==> src/rtl/bpa_pkg.sv <==
// Shared types, command codes and defaults of the buddy page allocator.
`timescale 1ns / 1ps
package bpa_pkg;

   localparam int FRAMES_DEF          = 4096;
   localparam int MAX_ORDER_LEVEL_DEF = 10;
   localparam int PAGE_SHIFT_DEF      = 12;

   // Result status codes
   localparam logic [1:0] ST_ALLOC = 2'd0;
   localparam logic [1:0] ST_FREED = 2'd1;
   localparam logic [1:0] ST_EMPTY = 2'd2;
   localparam logic [1:0] ST_BIG   = 2'd3;

   // Datapath commands
   typedef logic [4:0] cmd_type;
   localparam cmd_type CMD_NOP       = 5'd0;
   localparam cmd_type CMD_INIT_STEP = 5'd1;
   localparam cmd_type CMD_LOAD      = 5'd2;
   localparam cmd_type CMD_WANT_STEP = 5'd3;
   localparam cmd_type CMD_SRC_STEP  = 5'd4;
   localparam cmd_type CMD_RD_TGT    = 5'd5;
   localparam cmd_type CMD_UL_CAP    = 5'd6;
   localparam cmd_type CMD_UL_PRD    = 5'd7;
   localparam cmd_type CMD_UL_PWR    = 5'd8;
   localparam cmd_type CMD_UL_NRD    = 5'd9;
   localparam cmd_type CMD_UL_NWR    = 5'd10;
   localparam cmd_type CMD_UL_FWR    = 5'd11;
   localparam cmd_type CMD_SPLIT     = 5'd12;
   localparam cmd_type CMD_PUSH_F    = 5'd13;
   localparam cmd_type CMD_PUSH_HRD  = 5'd14;
   localparam cmd_type CMD_PUSH_HWR  = 5'd15;
   localparam cmd_type CMD_FIX_RD    = 5'd16;
   localparam cmd_type CMD_FIX_WR    = 5'd17;
   localparam cmd_type CMD_FREE_RD   = 5'd18;
   localparam cmd_type CMD_FREE_MARK = 5'd19;
   localparam cmd_type CMD_MRG_RD    = 5'd20;
   localparam cmd_type CMD_MRG_END   = 5'd21;
   localparam cmd_type CMD_RES_OVER  = 5'd22;
   localparam cmd_type CMD_RES_EMPTY = 5'd23;
   localparam cmd_type CMD_RES_OOR   = 5'd24;
   localparam cmd_type CMD_RES_DBL   = 5'd25;
   localparam cmd_type CMD_OUT       = 5'd26;

   typedef struct packed {
      logic init_done;
      logic op;
      logic want_done;
      logic want_over;
      logic src_done;
      logic src_over;
      logic idx_oor;
      logic rd_free;
      logic rd_code_big;
      logic rd_prev_none;
      logic rd_next_none;
      logic ul_next_none;
      logic split_more;
      logic buddy_in;
      logic push_h_none;
      logic mrg_stop;
      logic mrg_ok;
      logic out_busy;
   } stat_type;

endpackage

==> src/rtl/bpa_ctrl.sv <==
// Sequencer of the buddy page allocator: issues one datapath command per cycle.
`timescale 1ns / 1ps
module bpa_ctrl (
   input  logic              clock,
   input  logic              reset,
   input  logic              req_tvalid,
   output logic              req_tready,
   input  bpa_pkg::stat_type stat,
   output bpa_pkg::cmd_type  cmd
);
   import bpa_pkg::*;

   localparam logic [4:0] S_INIT     = 5'd0;
   localparam logic [4:0] S_IDLE     = 5'd1;
   localparam logic [4:0] S_WANT     = 5'd2;
   localparam logic [4:0] S_SRC      = 5'd3;
   localparam logic [4:0] S_UL_RD    = 5'd4;
   localparam logic [4:0] S_UL_CAP   = 5'd5;
   localparam logic [4:0] S_UL_PRD   = 5'd6;
   localparam logic [4:0] S_UL_PWR   = 5'd7;
   localparam logic [4:0] S_UL_NRD   = 5'd8;
   localparam logic [4:0] S_UL_NWR   = 5'd9;
   localparam logic [4:0] S_UL_FWR   = 5'd10;
   localparam logic [4:0] S_SPLIT    = 5'd11;
   localparam logic [4:0] S_PUSH_F   = 5'd12;
   localparam logic [4:0] S_PUSH_HRD = 5'd13;
   localparam logic [4:0] S_PUSH_HWR = 5'd14;
   localparam logic [4:0] S_FIX_WR   = 5'd15;
   localparam logic [4:0] S_FREE_CHK = 5'd16;
   localparam logic [4:0] S_MRG_RD   = 5'd17;
   localparam logic [4:0] S_MRG_CHK  = 5'd18;
   localparam logic [4:0] S_OUT      = 5'd19;

   logic [4:0] state_ff, state_in;

   assign req_tready = (state_ff == S_IDLE);

   always_comb begin
      state_in = state_ff;
      cmd      = CMD_NOP;
      case (state_ff)
         S_INIT: begin
            if (stat.init_done) state_in = S_IDLE;
            else cmd = CMD_INIT_STEP;
         end
         S_IDLE: begin
            if (req_tvalid) begin
               cmd = CMD_LOAD;
               state_in = S_WANT;
            end
         end
         S_WANT: begin
            if (stat.op) begin
               if (stat.idx_oor) begin
                  cmd = CMD_RES_OOR;  state_in = S_OUT;
               end else begin
                  cmd = CMD_FREE_RD;  state_in = S_FREE_CHK;
               end
            end else if (stat.want_done && stat.want_over) begin
               cmd = CMD_RES_OVER;  state_in = S_OUT;
            end else begin
               cmd = CMD_WANT_STEP;
               if (stat.want_done) state_in = S_SRC;
            end
         end
         S_SRC: begin
            if (stat.src_done && stat.src_over) begin
               cmd = CMD_RES_EMPTY;  state_in = S_OUT;
            end else begin
               cmd = CMD_SRC_STEP;
               if (stat.src_done) state_in = S_UL_RD;
            end
         end
         S_UL_RD: begin
            cmd = CMD_RD_TGT;  state_in = S_UL_CAP;
         end
         S_UL_CAP: begin
            cmd = CMD_UL_CAP;
            if (stat.rd_code_big) state_in = S_SPLIT;
            else if (!stat.rd_prev_none) state_in = S_UL_PRD;
            else if (!stat.rd_next_none) state_in = S_UL_NRD;
            else state_in = S_UL_FWR;
         end
         S_UL_PRD: begin
            cmd = CMD_UL_PRD;  state_in = S_UL_PWR;
         end
         S_UL_PWR: begin
            cmd = CMD_UL_PWR;
            state_in = stat.ul_next_none ? S_UL_FWR : S_UL_NRD;
         end
         S_UL_NRD: begin
            cmd = CMD_UL_NRD;  state_in = S_UL_NWR;
         end
         S_UL_NWR: begin
            cmd = CMD_UL_NWR;  state_in = S_UL_FWR;
         end
         S_UL_FWR: begin
            cmd = CMD_UL_FWR;
            state_in = stat.op ? S_MRG_RD : S_SPLIT;
         end
         S_SPLIT: begin
            if (stat.split_more) begin
               cmd = CMD_SPLIT;
               if (stat.buddy_in) state_in = S_PUSH_F;
            end else begin
               cmd = CMD_FIX_RD;  state_in = S_FIX_WR;
            end
         end
         S_PUSH_F: begin
            cmd = CMD_PUSH_F;
            if (!stat.push_h_none) state_in = S_PUSH_HRD;
            else state_in = stat.op ? S_OUT : S_SPLIT;
         end
         S_PUSH_HRD: begin
            cmd = CMD_PUSH_HRD;  state_in = S_PUSH_HWR;
         end
         S_PUSH_HWR: begin
            cmd = CMD_PUSH_HWR;
            state_in = stat.op ? S_OUT : S_SPLIT;
         end
         S_FIX_WR: begin
            cmd = CMD_FIX_WR;  state_in = S_OUT;
         end
         S_FREE_CHK: begin
            if (stat.rd_free) begin
               cmd = CMD_RES_DBL;  state_in = S_OUT;
            end else begin
               cmd = CMD_FREE_MARK;  state_in = S_MRG_RD;
            end
         end
         S_MRG_RD: begin
            cmd = CMD_MRG_RD;
            state_in = stat.mrg_stop ? S_PUSH_F : S_MRG_CHK;
         end
         S_MRG_CHK: begin
            if (stat.mrg_ok) begin
               state_in = S_UL_CAP;
            end else begin
               cmd = CMD_MRG_END;  state_in = S_PUSH_F;
            end
         end
         S_OUT: begin
            if (!stat.out_busy) begin
               cmd = CMD_OUT;  state_in = S_IDLE;
            end
         end
         default: begin
            state_in = S_IDLE;
         end
      endcase
   end

   always_ff @(posedge clock) begin
      if (reset) state_ff <= S_INIT;
      else state_ff <= state_in;
   end

endmodule

==> config.mk <==
export PLATFORM = sky130hd
export DESIGN_NAME = bpa_ctrl
export DESIGN_NICKNAME = d
export VERILOG_FILES = /design/src/rtl/bpa_pkg.sv /design/src/rtl/bpa_ctrl.sv
export SDC_FILE = /design/constraint.sdc
export NUM_CORES = 1
export LEC_CHECK = 0
export ABC_AREA = 1
export BUFFER_PORTS_ARGS = -buffer_cell sky130_fd_sc_hd__buf_4
export CAP_MARGIN = 25
export CORE_MARGIN = 2
export CORE_UTILIZATION = 30
export CTS_BUF_LIST = sky130_fd_sc_hd__clkbuf_4 sky130_fd_sc_hd__clkbuf_8
export CTS_CLUSTER_SIZE = 24
export DETAILED_ROUTE_END_ITERATION = 7
export GPL_TIMING_DRIVEN = 0
export SKIP_LAST_GASP = 1
export SLEW_MARGIN = 15
export SYNTH_ARGS = -nofsm -noshare
export SYNTH_HDL_FRONTEND = slang
export SYNTH_SLANG_ARGS = --single-unit
==> constraint.sdc <==
create_clock -name clock -period 4.2 [get_ports clock]
set_input_delay 1.26 -clock clock [delete_from_list [all_inputs] [get_ports clock]]
set_output_delay 1.26 -clock clock [all_outputs]
set_load 0.02 [all_outputs]
==> run_results.csv <==
group,metric,value,unit
run_status,status,"finished clean",
global_route,antenna_found_initial,0,
drt,drc,0,
drt,first_pass_iters,4,
place,post-place-cells,243,
clock_network,root_buffer,"clkbuf_4",
worst_setup_path,slowest_stage,"a21boi_0",
worst_setup_path,worst-setup-path-type,"primary input to output pin",
synth,synth_xor_area_frac,0,
drt,drtIter0Drc,52,
synth,yosys.area_share.simple,0.654,
timing,worstMarginPinSlew,399,ps
clock_network,cts_max_level,1,
global_route,grt_max_degree,11,
drt,routed_wl,3.04,mm
drt,wl_per_cell,12.3,um
worst_setup_path,path_cells,"buf_4 -> nand2_1 -> inv_1 -> nand3_1 -> a21boi_0 -> nand4_1 -> buf_4",
worst_setup_path,critPathMostFrequentCell,"buf_4",
final_layout,mostFrequentLayoutCells,"nand2_1 (51), inv_1 (30), nor2_1 (28), buf_4 (28), nand3_1 (19)",
timing,timing.fmax,286,MHz
die,die_x,59.3,um
final_layout,finalNonFillerCells,247,
global_route,grt_pass1_vias,1121,
final_layout,area.growth.synth_to_final,29.0,%
drt,final_antenna_net_count,0,
die,fp.dieArea,3520,um^2
clock_network,holdBufCountCts,0,
timing,period_share,0.833,
timing,setup_tns,0,ps
worst_setup_path,path_max_fanout,3,
drt,top_layer_used,"met3",
worst_setup_path,arrival,2240,ps
power,leakagePower,0.708,nW
synth,ys_seq_area_frac,0.109,
timing,max_slew_margin,0.732,
drt,wl_met1,1.41,mm
worst_setup_path,start_kind,"primary input",
global_route,track_usage,0.188,
timing,setup-violations-final,0,
final_layout,antennaDiodeCount,0,
clock_network,clkLatencyLatePin,240,ps
worst_setup_path,worst_setup_path_end_kind,"output pin",
worst_setup_path,required,2940,ps
synth,avgSynthCellArea,4.99,um^2
clock_network,clkTransAtPathRegs,40,ps
die,row_count,20,
worst_setup_path,max_stage_delay,300,ps
synth,ys_types,22,
final_layout,drive_above_1_share,0.224,
timing,hold_violations,0,
final_layout,nets,236,
die,core_area,2980,um^2
clock_network,cts_setup_buffers,0,
worst_hold_path,hold_class,"flop to flop",
drt,num_vias,1243,
synth,synth_mux_area_frac,0,
global_route,overflow,0,
place,port_buffers,26,
synth,synthAdderAreaFrac,0,
clock_network,cts_tree,"built",
clock_network,post_cts_resized,0,
final_layout,regMostFlops,"state_ff",
global_route,grt_pass1_wl,5.01,mm
die,ioPinCount,27,
final_layout,layout_commonest_cell,"nand2_1",
drt,vias_per_cell,5.03,
synth,ys_seq_elements,5,
clock_network,cts_buffers,3,
power,ir_worst_vdd,0.222,mV
clock_network,cts_buffer_depth,2,
final_layout,reg_top3,"state_ff: 5 flops",
synth,synth_fp_nets,205,
synth,synth_compound_area_frac,0.0858,
timing,finClkSkew,0.953,ps
place,dpl.hpwl,2.58,mm
synth,synth.cell_area,918,um^2
timing,finalCriticalPeriod,3500,ps
final_layout,largest_reg_flops,5,
drt,wl_met2,1.41,mm
synth,netlist_instances,184,
synth,yosys_warnings,0,
place,gp_congestion,0.913,
flow_run,cap_violations,0,
clock_network,cts_sinks,5,
timing,drv_slew,0,
power,power_density,498,nW/um^2
synth,synth_top_family_by_area,"simple AND/OR/NAND/NOR gates",
timing,rsz0062_at_grt,"no",
drt,met3_wirelength,219,um
die,die_y,59.3,um
final_layout,fill_cells,361,
die,start_util,0.308,
-- report_power, final --
| group | switching (mW) | internal [mW] | leakage [nW] | total [mW] |
|---|---|---|---|---|
| sequential | 0.0265 | 0.0621 | 0.0408 | 0.0885 |
| combinational | 0.278 | 0.161 | 0.648 | 0.440 |
| clock | 0.0194 | 0.0423 | 0.0184 | 0.0618 |
-- per-stage QoR --
| stage | power [mW] | cell area (um^2) | hold slack, ps | worst slack, ps | utilization |
|---|---|---|---|---|---|
| 6_report | 0.590 | 1180 | 575 | 703 | 0.398 |
| 5_1_grt | 0.649 | 1180 | 601 | 585 | 0.398 |
| 4_1_cts | 0.592 | 1180 | 576 | 691 | 0.398 |
| 3_5_place_dp | 0.526 | 1150 | 568 | 698 | 0.388 |
| 3_3_place_gp | 0.528 | 1150 | 563 | 671 | 0.388 |
| 2_1_floorplan | 0.385 | 918 | 508 | 1000 | - |
-- critical path, delay by kind of cell --
family	cells	cell delay (ps)
AOI/OAI and AO/OA	1	300
and+or+nand+nor	3	340
buffers and inverters	3	340
-- layer usage --
layer / vias to the layer above / GRT usage
met4: 0 / 0.0195
met1: 546 / 0.274
li1: 645 / -
met2: 52 / 0.297
met5: - / 0
met3: 0 / 0.0328
-- final cells by class --
cell class | instances | area [um^2] | area share
plain buffers | 2 | 15.0 | 0.0127
clock buffers | 4 | 30.0 | 0.0253
inverters | 33 | 124 | 0.105
multi-input cells | 144 | 679 | 0.573
flip-flops and latches | 5 | 100 | 0.0845
well taps | 33 | 41.3 | 0.0348
repair buffers | 26 | 195 | 0.165
-- final timing paths --
kind | start | endpoint | slack (ps) | cells past startpoint
max | stat[13] | cmd[4] | 700 | 7
max reg2reg | state_ff[2]$_SDFFE_PP0P_ | state_ff[2]$_SDFFE_PP0P_ | 2550 | 9
min | state_ff[1]$_SDFFE_PP0P_ | state_ff[1]$_SDFFE_PP0P_ | 580 | 2
min reg2reg | state_ff[1]$_SDFFE_PP0P_ | state_ff[1]$_SDFFE_PP0P_ | 580 | 2
-- Yosys cell counts --
cell type   n  area share
nor3_2      1       0.011
nand2_2     6       0.041
nor2_4      2       0.025
nor2_1     28        0.11
nand3_1    19        0.10
nand2_1    51        0.21
dfxtp_1     5        0.11
a21oi_1     6       0.033
o31ai_1     1      0.0082
nand4_1     9       0.061
nor2_2      4       0.027
nor3b_1     1      0.0082
nand3b_1    1      0.0082
o21ai_0     4       0.022
inv_2       3       0.012
a41oi_1     1      0.0095
nor3_1      6       0.033
o21ai_1     1      0.0054
inv_1      30        0.12
a21boi_0    1      0.0082
buf_4       2       0.016
nor4_1      2       0.014
-- cells by family (layout without fill, tap and decap cells) --
group | count (synthesis) | count (layout)
AOI/OAI and AO/OA | 14 | 14
buffers and inverters | 35 | 65
DFF | 5 | 5
and+or+nand+nor | 130 | 130
Power figures use the tool's default switching activity.
